[config.mk]
export PLATFORM = sky130hd
export DESIGN_NAME = rotor_cipher_machine
export DESIGN_NICKNAME = d
export VERILOG_FILES = /design/src/rtl/core/rcm_pkg.sv /design/src/rtl/core/rcm_queue.sv /design/src/rtl/core/rcm_front.sv /design/src/rtl/core/rcm_back.sv /design/src/rtl/core/rotor_cipher_machine.sv
export SDC_FILE = /design/constraint.sdc
export NUM_CORES = 2
export LEC_CHECK = 0
export BUFFER_PORTS_ARGS = -buffer_cell sky130_fd_sc_hd__clkbuf_2
export CAP_MARGIN = 10
export CORE_ASPECT_RATIO = 1.25
export CORE_MARGIN = 5
export CORE_UTILIZATION = 45
export CTS_CLUSTER_SIZE = 12
export DETAILED_ROUTE_END_ITERATION = 6
export REMOVE_ABC_BUFFERS = 1
export SYNTH_ARGS = -nofsm -noshare
export SYNTH_HDL_FRONTEND = slang
export SYNTH_SLANG_ARGS = --single-unit
[constraint.sdc]
create_clock -name i_clk -period 13.6 [get_ports i_clk]
set_clock_uncertainty 0.2 [all_clocks]
set_input_delay 3.4 -clock i_clk [delete_from_list [all_inputs] [get_ports i_clk]]
set_output_delay 3.4 -clock i_clk [all_outputs]
set_load 0.05 [all_outputs]
[src/rtl/core/rcm_pkg.sv]
// ----------------------------------------------------------------------------
// rcm_pkg
// Types, codes, wheel tables and modulo-26 helpers of the rotor cipher machine.
// ----------------------------------------------------------------------------
package rcm_pkg;

    localparam int ALPHA      = 26;
    localparam int NUM_WHEELS = 5;
    localparam int CMD_DEPTH  = 4;
    localparam int OUT_DEPTH  = 8;

    // operation codes on the input port
    localparam logic [2:0] OP_ENCIPHER = 3'd0;
    localparam logic [2:0] OP_PEEK     = 3'd1;
    localparam logic [2:0] OP_STEP     = 3'd2;
    localparam logic [2:0] OP_LOAD     = 3'd3;
    localparam logic [2:0] OP_PLUG     = 3'd4;
    localparam logic [2:0] OP_CLEAR    = 3'd5;

    // command kinds after classification
    localparam logic [2:0] K_ENC   = 3'd0;
    localparam logic [2:0] K_PEEK  = 3'd1;
    localparam logic [2:0] K_STEP  = 3'd2;
    localparam logic [2:0] K_LOAD  = 3'd3;
    localparam logic [2:0] K_PLUG  = 3'd4;
    localparam logic [2:0] K_CLEAR = 3'd5;
    localparam logic [2:0] K_NOP   = 3'd6;

    // configuration register indexes
    localparam logic [2:0] REG_LEFT_WHEEL   = 3'd0;
    localparam logic [2:0] REG_MIDDLE_WHEEL = 3'd1;
    localparam logic [2:0] REG_RIGHT_WHEEL  = 3'd2;
    localparam logic [2:0] REG_LEFT_RING    = 3'd3;
    localparam logic [2:0] REG_MIDDLE_RING  = 3'd4;
    localparam logic [2:0] REG_RIGHT_RING   = 3'd5;

    localparam logic [2:0] WHEEL_I    = 3'd0;
    localparam logic [2:0] WHEEL_II   = 3'd1;
    localparam logic [2:0] WHEEL_III  = 3'd2;
    localparam logic [2:0] WHEEL_LAST = 3'd4;

    localparam logic [7:0] LETTER_A = 8'h41;

    localparam logic [NUM_WHEELS-1:0][8*ALPHA-1:0] WIRING = {
        "VZBRGITYUPSDNHLXAWMJQOFECK",
        "ESOVPZJAYQUIRHXLNFTGKDCMWB",
        "BDFHJLCPRTXVZNYEIWGAKMUSQO",
        "AJDKSIRUXBLHWTMCQGZNPYFVOE",
        "EKMFLGDQVZNTOWYHXUSPAIBRCJ"
    };
    localparam logic [8*ALPHA-1:0]      REFLECTOR_B = "YRUHQSLDPXNGOKMIEBFZCWVJAT";
    localparam logic [8*NUM_WHEELS-1:0] NOTCHES     = "QEVJZ";

    typedef struct packed {
        logic [2:0] left_wheel;
        logic [2:0] middle_wheel;
        logic [2:0] right_wheel;
        logic [4:0] left_ring;
        logic [4:0] middle_ring;
        logic [4:0] right_ring;
    } t_cfg;

    typedef struct packed {
        logic [2:0] kind;
        logic [4:0] letter;
        logic [4:0] partner;
        logic [4:0] new_l;
        logic [4:0] new_m;
        logic [4:0] new_r;
    } t_cmd;

    typedef struct packed {
        logic [4:0] letter;
        logic [4:0] shown_l;
        logic [4:0] shown_m;
        logic [4:0] shown_r;
    } t_res;

    function automatic logic [4:0] mod26(input logic [4:0] x);
        return (x >= 5'(ALPHA)) ? x - 5'(ALPHA) : x;
    endfunction

    function automatic logic [4:0] add_mod(input logic [4:0] a, input logic [4:0] b);
        logic [5:0] s;
        s = {1'b0, a} + {1'b0, b};
        if (s >= 6'(ALPHA)) begin
            s = s - 6'(ALPHA);
        end
        return s[4:0];
    endfunction

    function automatic logic [4:0] sub_mod(input logic [4:0] a, input logic [4:0] b);
        logic [5:0] t;
        t = {1'b0, a} + 6'(ALPHA) - {1'b0, b};
        if (t >= 6'(ALPHA)) begin
            t = t - 6'(ALPHA);
        end
        return t[4:0];
    endfunction

    function automatic logic [2:0] clamp_wheel(input logic [2:0] w);
        return (w > WHEEL_LAST) ? WHEEL_LAST : w;
    endfunction

    function automatic logic [4:0] notch(input logic [2:0] w);
        logic [7:0] ch;
        ch = NOTCHES[8*(NUM_WHEELS-1-int'(w)) +: 8];
        return 5'(ch - LETTER_A);
    endfunction

    function automatic logic [4:0] fwd_map(input logic [2:0] w, input logic [4:0] x);
        logic [7:0] ch;
        ch = WIRING[w][8*(ALPHA-1-int'(x)) +: 8];
        return 5'(ch - LETTER_A);
    endfunction

    function automatic logic [4:0] rev_map(input logic [2:0] w, input logic [4:0] x);
        logic [4:0] r;
        r = '0;
        for (int i = 0; i < ALPHA; i++) begin
            if (fwd_map(w, 5'(i)) == x) begin
                r = 5'(i);
            end
        end
        return r;
    endfunction

    function automatic logic [4:0] reflect(input logic [4:0] x);
        logic [7:0] ch;
        ch = REFLECTOR_B[8*(ALPHA-1-int'(x)) +: 8];
        return 5'(ch - LETTER_A);
    endfunction

    // d is the wheel position minus its ring setting, modulo 26
    function automatic logic [4:0] pass_fwd(input logic [2:0] w, input logic [4:0] d,
                                            input logic [4:0] x);
        return sub_mod(fwd_map(w, add_mod(x, d)), d);
    endfunction

    function automatic logic [4:0] pass_back(input logic [2:0] w, input logic [4:0] d,
                                             input logic [4:0] x);
        return sub_mod(rev_map(w, add_mod(x, d)), d);
    endfunction

endpackage

[src/rtl/core/rcm_queue.sv]
// ----------------------------------------------------------------------------
// rcm_queue
// Small show-ahead FIFO in flip-flops with occupancy count.
// ----------------------------------------------------------------------------
module rcm_queue #(
    parameter int WIDTH = 8,
    parameter int DEPTH = 4,
    localparam int PTR_W = $clog2(DEPTH),
    localparam int CNT_W = $clog2(DEPTH + 1)
) (
    input  logic             i_clk,
    input  logic             i_rst_n,
    input  logic             i_wr,
    input  logic [WIDTH-1:0] i_wdata,
    input  logic             i_rd,
    output logic [WIDTH-1:0] o_rdata,
    output logic             o_full,
    output logic             o_empty,
    output logic [CNT_W-1:0] o_count
);

    logic [WIDTH-1:0] r_mem [DEPTH];
    logic [PTR_W-1:0] r_wr_ptr;
    logic [PTR_W-1:0] r_rd_ptr;
    logic [CNT_W-1:0] r_count;
    logic             wr_en;
    logic             rd_en;

    assign o_full  = (r_count == CNT_W'(DEPTH));
    assign o_empty = (r_count == '0);
    assign o_count = r_count;
    assign o_rdata = r_mem[r_rd_ptr];
    assign wr_en   = i_wr && !o_full;
    assign rd_en   = i_rd && !o_empty;

    always_ff @(posedge i_clk) begin
        if (!i_rst_n) begin
            r_wr_ptr <= '0;
            r_rd_ptr <= '0;
            r_count  <= '0;
        end else begin
            if (wr_en) begin
                r_wr_ptr <= (r_wr_ptr == PTR_W'(DEPTH - 1)) ? '0 : r_wr_ptr + 1'b1;
            end
            if (rd_en) begin
                r_rd_ptr <= (r_rd_ptr == PTR_W'(DEPTH - 1)) ? '0 : r_rd_ptr + 1'b1;
            end
            if (wr_en && !rd_en) begin
                r_count <= r_count + 1'b1;
            end else if (rd_en && !wr_en) begin
                r_count <= r_count - 1'b1;
            end
        end
    end

    always_ff @(posedge i_clk) begin
        if (wr_en) begin
            r_mem[r_wr_ptr] <= i_wdata;
        end
    end

endmodule

[src/rtl/core/rcm_front.sv]
// ----------------------------------------------------------------------------
// rcm_front
// Accepts input transactions, classifies the operation, folds fields into
// range and queues the resulting commands for the back end.
// ----------------------------------------------------------------------------
module rcm_front #(
    parameter int CMD_DEPTH = rcm_pkg::CMD_DEPTH
) (
    input  logic          i_clk,
    input  logic          i_rst_n,
    input  logic          i_push,
    output logic          o_full,
    input  logic [2:0]    i_operation,
    input  logic [4:0]    i_letter,
    input  logic [4:0]    i_partner_letter,
    input  logic [4:0]    i_new_left,
    input  logic [4:0]    i_new_middle,
    input  logic [4:0]    i_new_right,
    output logic          o_cmd_valid,
    output rcm_pkg::t_cmd o_cmd,
    input  logic          i_cmd_pop
);

    rcm_pkg::t_cmd cmd;
    logic          cmd_empty;
    logic [$bits(rcm_pkg::t_cmd)-1:0] cmd_bits;

    always_comb begin
        cmd.letter  = rcm_pkg::mod26(i_letter);
        cmd.partner = rcm_pkg::mod26(i_partner_letter);
        cmd.new_l   = rcm_pkg::mod26(i_new_left);
        cmd.new_m   = rcm_pkg::mod26(i_new_middle);
        cmd.new_r   = rcm_pkg::mod26(i_new_right);
        case (i_operation)
            rcm_pkg::OP_ENCIPHER: cmd.kind = rcm_pkg::K_ENC;
            rcm_pkg::OP_PEEK:     cmd.kind = rcm_pkg::K_PEEK;
            rcm_pkg::OP_STEP:     cmd.kind = rcm_pkg::K_STEP;
            rcm_pkg::OP_LOAD:     cmd.kind = rcm_pkg::K_LOAD;
            rcm_pkg::OP_PLUG: begin
                // drop a pair that names a letter out of range
                if (i_letter < 5'(rcm_pkg::ALPHA) && i_partner_letter < 5'(rcm_pkg::ALPHA)) begin
                    cmd.kind = rcm_pkg::K_PLUG;
                end else begin
                    cmd.kind = rcm_pkg::K_NOP;
                end
            end
            rcm_pkg::OP_CLEAR:    cmd.kind = rcm_pkg::K_CLEAR;
            default:              cmd.kind = rcm_pkg::K_NOP;
        endcase
    end

    rcm_queue #(
        .WIDTH ($bits(rcm_pkg::t_cmd)),
        .DEPTH (CMD_DEPTH)
    ) u_cmd_q (
        .i_clk   (i_clk),
        .i_rst_n (i_rst_n),
        .i_wr    (i_push),
        .i_wdata (cmd),
        .i_rd    (i_cmd_pop),
        .o_rdata (cmd_bits),
        .o_full  (o_full),
        .o_empty (cmd_empty),
        .o_count ()
    );

    assign o_cmd       = rcm_pkg::t_cmd'(cmd_bits);
    assign o_cmd_valid = !cmd_empty;

endmodule

[src/rtl/core/rcm_back.sv]
// ----------------------------------------------------------------------------
// rcm_back
// Executes commands: rotor stepping and loading, plugboard updates, and a
// four-stage pipeline for the letter path through wheels and reflector.
// ----------------------------------------------------------------------------
module rcm_back #(
    parameter int OUT_DEPTH = rcm_pkg::OUT_DEPTH,
    localparam int OCNT_W = $clog2(OUT_DEPTH + 1)
) (
    input  logic              i_clk,
    input  logic              i_rst_n,
    input  rcm_pkg::t_cfg     i_cfg,
    input  logic              i_cmd_valid,
    input  rcm_pkg::t_cmd     i_cmd,
    output logic              o_cmd_pop,
    input  logic [OCNT_W-1:0] i_out_count,
    output logic              o_res_valid,
    output rcm_pkg::t_res     o_res
);

    localparam int PIPE_STAGES = 4;
    localparam int SUM_W       = $clog2(OUT_DEPTH + PIPE_STAGES + 1);

    typedef struct packed {
        logic       cipher;
        logic [4:0] x;
        logic [4:0] d_l;
        logic [4:0] d_m;
        logic [4:0] d_r;
        logic [4:0] pos_l;
        logic [4:0] pos_m;
        logic [4:0] pos_r;
    } t_stage;

    logic [4:0]             r_off_l;
    logic [4:0]             r_off_m;
    logic [4:0]             r_off_r;
    logic [4:0]             r_plug_in  [rcm_pkg::ALPHA];
    logic [4:0]             r_plug_out [rcm_pkg::ALPHA];
    logic [PIPE_STAGES-1:0] r_vld;
    t_stage                 r_stage [PIPE_STAGES];
    t_stage                 n_stage [PIPE_STAGES];

    logic       mid_notch;
    logic       right_notch;
    logic [4:0] n_off_l;
    logic [4:0] n_off_m;
    logic [4:0] n_off_r;
    logic       is_plug;
    logic       credit_ok;
    logic       issue;
    logic [SUM_W-1:0] in_use;

    always_comb begin
        mid_notch   = (r_off_m == rcm_pkg::notch(i_cfg.middle_wheel));
        right_notch = (r_off_r == rcm_pkg::notch(i_cfg.right_wheel));
        n_off_l = r_off_l;
        n_off_m = r_off_m;
        n_off_r = r_off_r;
        case (i_cmd.kind)
            rcm_pkg::K_ENC, rcm_pkg::K_STEP: begin
                // middle wheel at its notch carries itself and the left wheel
                if (mid_notch) begin
                    n_off_l = rcm_pkg::add_mod(r_off_l, 5'd1);
                end
                if (mid_notch || right_notch) begin
                    n_off_m = rcm_pkg::add_mod(r_off_m, 5'd1);
                end
                n_off_r = rcm_pkg::add_mod(r_off_r, 5'd1);
            end
            rcm_pkg::K_LOAD: begin
                n_off_l = i_cmd.new_l;
                n_off_m = i_cmd.new_m;
                n_off_r = i_cmd.new_r;
            end
            default: ;
        endcase

        // plugboard writes wait until no letter is left in the pipeline
        is_plug   = (i_cmd.kind == rcm_pkg::K_PLUG) || (i_cmd.kind == rcm_pkg::K_CLEAR);
        in_use    = SUM_W'(i_out_count) + SUM_W'($countones(r_vld));
        credit_ok = (in_use < SUM_W'(OUT_DEPTH));
        issue     = i_cmd_valid && credit_ok && !(is_plug && (|r_vld));
        o_cmd_pop = issue;

        n_stage[0].cipher = (i_cmd.kind == rcm_pkg::K_ENC) || (i_cmd.kind == rcm_pkg::K_PEEK);
        n_stage[0].x      = r_plug_in[i_cmd.letter];
        n_stage[0].d_l    = rcm_pkg::sub_mod(n_off_l, i_cfg.left_ring);
        n_stage[0].d_m    = rcm_pkg::sub_mod(n_off_m, i_cfg.middle_ring);
        n_stage[0].d_r    = rcm_pkg::sub_mod(n_off_r, i_cfg.right_ring);
        n_stage[0].pos_l  = n_off_l;
        n_stage[0].pos_m  = n_off_m;
        n_stage[0].pos_r  = n_off_r;

        // right and middle wheels toward the reflector
        n_stage[1]   = r_stage[0];
        n_stage[1].x = rcm_pkg::pass_fwd(i_cfg.middle_wheel, r_stage[0].d_m,
                       rcm_pkg::pass_fwd(i_cfg.right_wheel, r_stage[0].d_r, r_stage[0].x));

        // left wheel, reflector, left wheel back
        n_stage[2]   = r_stage[1];
        n_stage[2].x = rcm_pkg::pass_back(i_cfg.left_wheel, r_stage[1].d_l,
                       rcm_pkg::reflect(
                       rcm_pkg::pass_fwd(i_cfg.left_wheel, r_stage[1].d_l, r_stage[1].x)));

        // middle and right wheels on the way back
        n_stage[3]   = r_stage[2];
        n_stage[3].x = rcm_pkg::pass_back(i_cfg.right_wheel, r_stage[2].d_r,
                       rcm_pkg::pass_back(i_cfg.middle_wheel, r_stage[2].d_m, r_stage[2].x));

        o_res_valid   = r_vld[PIPE_STAGES-1];
        o_res.letter  = r_stage[PIPE_STAGES-1].cipher ?
                        r_plug_out[r_stage[PIPE_STAGES-1].x] : '0;
        o_res.shown_l = r_stage[PIPE_STAGES-1].pos_l;
        o_res.shown_m = r_stage[PIPE_STAGES-1].pos_m;
        o_res.shown_r = r_stage[PIPE_STAGES-1].pos_r;
    end

    always_ff @(posedge i_clk) begin
        if (!i_rst_n) begin
            r_off_l <= '0;
            r_off_m <= '0;
            r_off_r <= '0;
            r_vld   <= '0;
            for (int i = 0; i < rcm_pkg::ALPHA; i++) begin
                r_plug_in[i]  <= 5'(i);
                r_plug_out[i] <= 5'(i);
            end
        end else begin
            r_vld <= {r_vld[PIPE_STAGES-2:0], issue};
            if (issue) begin
                r_off_l <= n_off_l;
                r_off_m <= n_off_m;
                r_off_r <= n_off_r;
                if (i_cmd.kind == rcm_pkg::K_PLUG) begin
                    r_plug_in[i_cmd.letter]   <= i_cmd.partner;
                    r_plug_in[i_cmd.partner]  <= i_cmd.letter;
                    r_plug_out[i_cmd.letter]  <= i_cmd.partner;
                    r_plug_out[i_cmd.partner] <= i_cmd.letter;
                end else if (i_cmd.kind == rcm_pkg::K_CLEAR) begin
                    for (int i = 0; i < rcm_pkg::ALPHA; i++) begin
                        r_plug_in[i]  <= 5'(i);
                        r_plug_out[i] <= 5'(i);
                    end
                end
            end
        end
    end

    always_ff @(posedge i_clk) begin
        for (int k = 0; k < PIPE_STAGES; k++) begin
            r_stage[k] <= n_stage[k];
        end
    end

endmodule

[src/rtl/core/rotor_cipher_machine.sv]
// ----------------------------------------------------------------------------
// rotor_cipher_machine
// Three-rotor cipher machine, wheels I to V, reflector B, plugboard.
//
//   channel   handshake             payload
//   --------  --------------------  -----------------------------------------
//   command   push / full           operation, letter, partner_letter,
//                                   new_left, new_middle, new_right
//   result    empty / pop           out_letter, shown_left/middle/right
//   config    i_cfg_wen             i_cfg_idx, i_cfg_wdata (no read-back)
//
// One transaction per cycle in while not full and out while not empty; a
// result passes through the command queue, the four-stage letter pipeline
// and the result queue. A plug pair or plug clear waits for an empty letter
// pipeline. Synchronous reset restores wheels I, II, III, rings zero,
// positions zero and an empty plugboard. A stalled result side fills the
// result queue, then the command queue, then raises full.
// ----------------------------------------------------------------------------
module rotor_cipher_machine #(
    parameter int CMD_DEPTH = rcm_pkg::CMD_DEPTH,
    parameter int OUT_DEPTH = rcm_pkg::OUT_DEPTH
) (
    input  logic       i_clk,
    input  logic       i_rst_n,
    input  logic       push,
    output logic       full,
    input  logic [2:0] i_operation,
    input  logic [4:0] i_letter,
    input  logic [4:0] i_partner_letter,
    input  logic [4:0] i_new_left,
    input  logic [4:0] i_new_middle,
    input  logic [4:0] i_new_right,
    output logic       empty,
    input  logic       pop,
    output logic [4:0] o_out_letter,
    output logic [4:0] o_shown_left,
    output logic [4:0] o_shown_middle,
    output logic [4:0] o_shown_right,
    input  logic       i_cfg_wen,
    input  logic [2:0] i_cfg_idx,
    input  logic [4:0] i_cfg_wdata
);

    localparam int OCNT_W = $clog2(OUT_DEPTH + 1);

    rcm_pkg::t_cfg     r_cfg;
    rcm_pkg::t_cmd     cmd;
    logic              cmd_valid;
    logic              cmd_pop;
    logic              res_valid;
    rcm_pkg::t_res     res;
    rcm_pkg::t_res     head;
    logic [OCNT_W-1:0] out_count;
    logic [$bits(rcm_pkg::t_res)-1:0] head_bits;

    // store wheels clamped and rings folded, so the datapath sees legal values
    always_ff @(posedge i_clk) begin
        if (!i_rst_n) begin
            r_cfg.left_wheel   <= rcm_pkg::WHEEL_I;
            r_cfg.middle_wheel <= rcm_pkg::WHEEL_II;
            r_cfg.right_wheel  <= rcm_pkg::WHEEL_III;
            r_cfg.left_ring    <= '0;
            r_cfg.middle_ring  <= '0;
            r_cfg.right_ring   <= '0;
        end else if (i_cfg_wen) begin
            case (i_cfg_idx)
                rcm_pkg::REG_LEFT_WHEEL:   r_cfg.left_wheel   <= rcm_pkg::clamp_wheel(i_cfg_wdata[2:0]);
                rcm_pkg::REG_MIDDLE_WHEEL: r_cfg.middle_wheel <= rcm_pkg::clamp_wheel(i_cfg_wdata[2:0]);
                rcm_pkg::REG_RIGHT_WHEEL:  r_cfg.right_wheel  <= rcm_pkg::clamp_wheel(i_cfg_wdata[2:0]);
                rcm_pkg::REG_LEFT_RING:    r_cfg.left_ring    <= rcm_pkg::mod26(i_cfg_wdata);
                rcm_pkg::REG_MIDDLE_RING:  r_cfg.middle_ring  <= rcm_pkg::mod26(i_cfg_wdata);
                rcm_pkg::REG_RIGHT_RING:   r_cfg.right_ring   <= rcm_pkg::mod26(i_cfg_wdata);
                default: ;
            endcase
        end
    end

    rcm_front #(
        .CMD_DEPTH (CMD_DEPTH)
    ) u_front (
        .i_clk            (i_clk),
        .i_rst_n          (i_rst_n),
        .i_push           (push),
        .o_full           (full),
        .i_operation      (i_operation),
        .i_letter         (i_letter),
        .i_partner_letter (i_partner_letter),
        .i_new_left       (i_new_left),
        .i_new_middle     (i_new_middle),
        .i_new_right      (i_new_right),
        .o_cmd_valid      (cmd_valid),
        .o_cmd            (cmd),
        .i_cmd_pop        (cmd_pop)
    );

    rcm_back #(
        .OUT_DEPTH (OUT_DEPTH)
    ) u_back (
        .i_clk       (i_clk),
        .i_rst_n     (i_rst_n),
        .i_cfg       (r_cfg),
        .i_cmd_valid (cmd_valid),
        .i_cmd       (cmd),
        .o_cmd_pop   (cmd_pop),
        .i_out_count (out_count),
        .o_res_valid (res_valid),
        .o_res       (res)
    );

    rcm_queue #(
        .WIDTH ($bits(rcm_pkg::t_res)),
        .DEPTH (OUT_DEPTH)
    ) u_res_q (
        .i_clk   (i_clk),
        .i_rst_n (i_rst_n),
        .i_wr    (res_valid),
        .i_wdata (res),
        .i_rd    (pop),
        .o_rdata (head_bits),
        .o_full  (),
        .o_empty (empty),
        .o_count (out_count)
    );

    assign head           = rcm_pkg::t_res'(head_bits);
    assign o_out_letter   = head.letter;
    assign o_shown_left   = head.shown_l;
    assign o_shown_middle = head.shown_m;
    assign o_shown_right  = head.shown_r;

endmodule

== After elaboration in Yosys (flattened, before gate mapping) ==
Memory sizes are Yosys's and may differ from the RTL's. A register that Yosys moved wholly into a read port is not among the register bits.
Index checks and enable logic that the tools add are counted.
Widths: inputs -> output; s select.

* Register bits after elaboration: 60
* Bits in writable memories: 676
* Memory bits (read-only): 4,992
* Input port bits: 41
* Output and inout bits: 22
* Logic and storage cells: 611
* Memories kept: 8

* Add/subtract/negate cells: 150
* $lt $le $gt $ge: 31
* Equality and inequality tests: 98
* Shift-type cells: 6
* Muxes and demuxes: 207
* Bitwise logic cells: 52
* Reduce and logical (&&, ||, !) cells: 43

{| class="wikitable"
|+ Memories
! memory !! words !! bits a word !! read ports !! clocked after memory_dff !! wr ports !! RTL line !! RTL
|-
| (name not given) || 8 || 208 || 1 || 1 || 0 || rcm_pkg.sv:113 || <nowiki>ch = WIRING[w][8*(ALPHA-1-int'(x)) +: 8];</nowiki>
|-
| (name not given) || 8 || 208 || 1 || 1 || 0 || rcm_pkg.sv:113 ||
|-
| (name not given) || 8 || 208 || 1 || 1 || 0 || rcm_pkg.sv:113 ||
|-
| u_res_q.r_mem || 8 || 20 || 1 || 1 || 1 || rcm_queue.sv:22 || <nowiki>logic [WIDTH-1:0] r_mem [DEPTH];</nowiki>
|-
| u_back.r_stage || 4 || 36 || 4 || 0 || 4 || rcm_back.sv:41 || <nowiki>t_stage r_stage [PIPE_STAGES];</nowiki>
|-
| u_back.r_plug_in || 26 || 5 || 1 || 0 || 26 || rcm_back.sv:38 || <nowiki>logic [4:0] r_plug_in [rcm_pkg::ALPHA];</nowiki>
|-
| 2 more memories || n/a || n/a || n/a || n/a || n/a || n/a ||
|}

{| class="wikitable"
|+ Operators by type and width
! operator !! count
|-
| $mux 208 || 3
|-
| $shiftx 208x9->5 || 3
|-
| $mux 5 || 117
|-
| $sub 5x1->5 const B || 81
|-
| $eq 5x5->1 || 77
|-
| $shiftx 208x32->5 const A || 1
|-
| $sub 5x5->5 const B || 24
|-
| $ge 6x5->1 const B || 18
|-
| $mux 4 || 26
|-
| $shiftx 40x32->5 const A || 2
|-
| $mux 3 || 25
|-
| $add 5x5->6 const B || 9
|-
| $sub 6x5->6 || 9
|-
| $or 1x1->1 || 52
|-
| $add 5x5->6 || 6
|-
| $ge 5x5->1 const B || 6
|-
| $pmux 5 s2 || 3
|-
| $eq 3x3->1 const B || 9
|-
| $sub 5x5->6 const A || 4
|-
| $mux 2 || 11
|-
| $mux 1 || 21
|-
| $reduce_or 5->1 || 4
|-
| $add 5x1->6 const B || 3
|-
| $eq 3x2->1 const B || 6
|-
| other kinds (25) || 67
|}

== Logic depth before layout (Yosys ltp) ==
An unclocked memory read counts as a cell.

* Depth after elaboration: 67
* Gate-level depth with buffers: 69

== By module ==
From an unflattened synthesis, not the netlist that was laid out.

* Cells, all modules: 4,359
* Area total of the unflattened synthesis: 44,088.5 um^2

{| class="wikitable"
|+ Modules (own cells, without submodules)
! module !! instances !! cells an instance !! area an instance (um^2) !! seq. area each (um^2)
|-
| rcm_back || 1 || 3,666 || 31,083.6 || 7,667.4
|-
| rcm_queue (u_res_q) || 1 || 307 || 6,867.8 || 5,064.9
|-
| rcm_queue (u_front.u_cmd_q) || 1 || 197 || 4,570.6 || 3,543.4
|-
| rotor_cipher_machine || 1 || 110 || 1,084.8 || 480.5
|-
| rcm_front || 1 || 79 || 481.7 || 0.0
|}

== Worst setup path after synthesis ==
OpenSTA, ideal clock, no wires.

* Kind: reg-to-reg
* From: memory u_back.r_stage[1][25] (netlist name)
* To: memory u_back.r_stage[2][33] (netlist name)
* Library setup time: 123 ps
* Arrival time: 13,598 ps
* Data required time: 13,277 ps
* Slack: -321 ps
* Cell stages (with the launch flop): 64
* Period minus slack after synthesis: 13,921 ps
* Cell sequence: dfxtp_1 ha_1 fa_1 a21o_1 a21oi_1 xor2_1 o31a_1 buf_2 xnor2_2 inv_2 buf_2 buf_2 ha_1 nand2_1 nor2_1 o311a_1 a311oi_1 a32oi_1 [... 28 more ...] a311oi_1 a31oi_1 o2111ai_1 nand3_1 a21o_1 a211o_1 ha_1 inv_1 ha_1 inv_1 fa_1 inv_1 a21o_1 a21oi_1 xnor2_1 a21oi_1 nor2_1 xnor2_1

{| class="wikitable"
|+ RTL lines
! what !! RTL line
|-
| from (decl) || rcm_back.sv:41
|}

==> impl_metrics.csv <==
group,metric,value,unit
cells_and_area,synthToLayoutAreaGrowth,10.4,%
timing,slew_headroom,16.1,%
timing,hold_viol,0,
setup_path,reg2reg_slack,0.72,ns
timing,rsz0062_at_grt,"yes",
routing,drt-initial-drc-count,3313,
cts,clockRootBuffer,"clkbuf_16",
setup_path,crit_required,13.94,ns
placement,dp.cells,6101,
cts,cts_tree,"built",
routing,drtAntennaViolNets,0,
grt,grt_pass1_wl,213000,um
cts,worstSkewPairLatency,0.65,ns
yosys,synth_area_leaders,"edfxtp_1 27%, dfxtp_1 12%, mux4_2 8.3%, ha_1 7.4%, xnor2_1 6.7%",
routing,drt_first_pass_iters,6,
grt,antenna_found_initial,2,
yosys,yosysSeqAreaShare,38.9,%
setup_path,path_class,"flip-flop to flip-flop",
cells_and_area,drive_above_1_share,13.3,%
yosys,synth_top_flop_cell,"edfxtp_1",
yosys,yosysMostFrequentCell,"edfxtp_1",
floorplan,die_area,113000,sq um
routing,num_vias,37700,
setup_path,critPathSlowestCell,"or4_4",
yosys,yosysTopAreaCell,"edfxtp_1",
placement,dpl_cell_area,49900,sq um
routing,vias_per_cell,6.04,
placement,place_hpwl,98300,um
timing,timing.final.crit_period,12.88,ns
grt,grt_pass1_vias,36600,
yosys,synthArstFlopShare,0,%
floorplan,fp-row-count,133,
routing,wire_per_inst,22.1,um
placement,numPortBuffers,62,
grt,grt_start_max_net_pins,52,
run,maxCapViolations,0,
run_status,status,"finished clean",
yosys,synth_warnings,0,
worst_hold_path,hp-class,"flip-flop to flip-flop",
timing,setup_viol,0,
yosys,yosysUniqueCellTypes,94,
yosys,syn_area,47700,sq um
floorplan,die_height,374,um
floorplan,core-area,105000,sq um
cells_and_area,layout.nets,5106,
cts,htree_num_levels,3,
floorplan,initial_core_util,45.3,%
cells_and_area,stdcell_area,52600,sq um
floorplan,die_w,301,um
routing,route.detailed.drc,0,
cts,numCtsBuffers,76,
yosys,synthCells,4772,
yosys,synth_edf_count,432,
cts,path_clk_slew,0.06,ns
setup_path,crit_path_end_kind,"flip-flop",
grt,grtUsageTotal,23.7,%
floorplan,io_pins,63,
setup_path,setup.worst_path.start_class,"flip-flop",
setup_path,cp.arrival,13.23,ns
yosys,avgSynthCellArea,9.99,sq um
timing,fmax,77.6,MHz
routing,drt_wl_total,138000,um
cells_and_area,stdcell_count,6248,
timing,worst_slack,0.718,ns
setup_path,slowest_delay,0.63,ns
setup_path,crit_fanout,26,
timing,drv_slew,0,
timing,hold-worst-slack,0.124,ns
placement,dp_slack,0.194,ns
placement,gp_congestion,0.952,
timing,worst_slew_pin_slew,1.25,ns
cts,cts_max_path_buffers,3,
grt,grt-ovfl-total,0,
yosys,synth_top_area_share,27.2,%
yosys,synth_common_cells,"432 x edfxtp_1, 382 x nor2_1, 366 x xnor2_1, 342 x nand2_1, 308 x inv_1",
timing,finalCritPeriodShare,94.7,%
cts,cts_sinks,711,
yosys,ys_ff_latch,711,
==> area by class of cell <==
type                       count  area, sq um
antenna                        1         2.50
tap                         1417         1770
clock inverter                19          320
inverter                     320         1200
timing repair buffer         207         1440
fill                        9718        52600
multi-input combinational   3451        27100
sequential                   711        18600
clock buffer                 122         2210
==> path summary, 6_finish.rpt <==
path | startpoint | endpoint | cells past startpoint
worst max-delay path | u_back.r_stage[1][25] | u_back.r_stage[2][33] | 60
worst min-delay path | u_back.r_stage[0][5] | u_back.r_stage[1][5] | 0
worst max register to register | u_back.r_stage[1][25] | u_back.r_stage[2][33] | 60
worst min register to register | u_back.r_stage[0][5] | u_back.r_stage[1][5] | 0
==> critical path, delay by kind of cell (launching register included) <==
kind                       cells  cell delay [ns]
muxes                          2             0.47
buffers and inverters         11             1.01
xor gates and xnor gates       5             0.73
DFF                            1             0.31
adders and majority gates     13             3.86
AOI/OAI and AO/OA             16             3.13
and+or+nand+nor               13             3.02
==> per-layer routing <==
metal  vias up  track usage (%)  share of wire [%]
li1      17500                -                  -
met1     18300             30.8                 41
met2      1584             40.4                 49
met3       348             2.80                6.2
met4         0             9.72                4.4
met5         -                0                  0
==> metrics by stage <==
step / TNS, ns / utilization (%)
floorplan: -9.75 / -
CTS: 0 / 49.8
finish: 0 / 50.0
detailed placement: 0 / 47.4
global route: -0.131 / 50.0
global placement: 0 / 47.4
==> cell families (layout without fill, tap and decap cells) <==
logic type,count (synthesis),after routing,synth area share [%]
and+or+nand+nor,1317,1317,13.2
adders and majority gates,298,298,8.11
buffers and inverters,610,668,4.94
other,0,1,0
DFF,711,711,38.9
AOI/OAI and AO/OA,1022,1022,14.1
muxes,332,332,11.7
xor gates and xnor gates,482,482,9.08
==> timing repair <==
item	CTS	global route
setup buffers	0	5
hold buffers	0	0
resized for setup	0	28
setup endpoints to repair	0	12
==> placed cells by master, fill, tap and decap left out, types with 32 or more instances in the layout <==
cell       instances
a211oi_1          43
a21o_1            34
a21oi_1          224
a22oi_1           52
a31oi_1           50
and2_1            36
and3_1            32
buf_4            142
clkbuf_16         76
clkbuf_2          65
dfxtp_1          273
edfxtp_1         432
ha_1             276
inv_1            308
mux2_2            45
mux2i_1          110
mux4_2           176
nand2_1          342
nand2b_1          63
nand3_1          120
nor2_1           378
nor2b_1           40
nor3_1           118
nor4_1            32
o211ai_1          38
o21ai_0          200
o22ai_1           98
xnor2_1          361
xor2_1           108
Power is left out: the tool's default activity adds up to more than one toggle a clock period on the data nets, which glitch-free logic cannot reach.
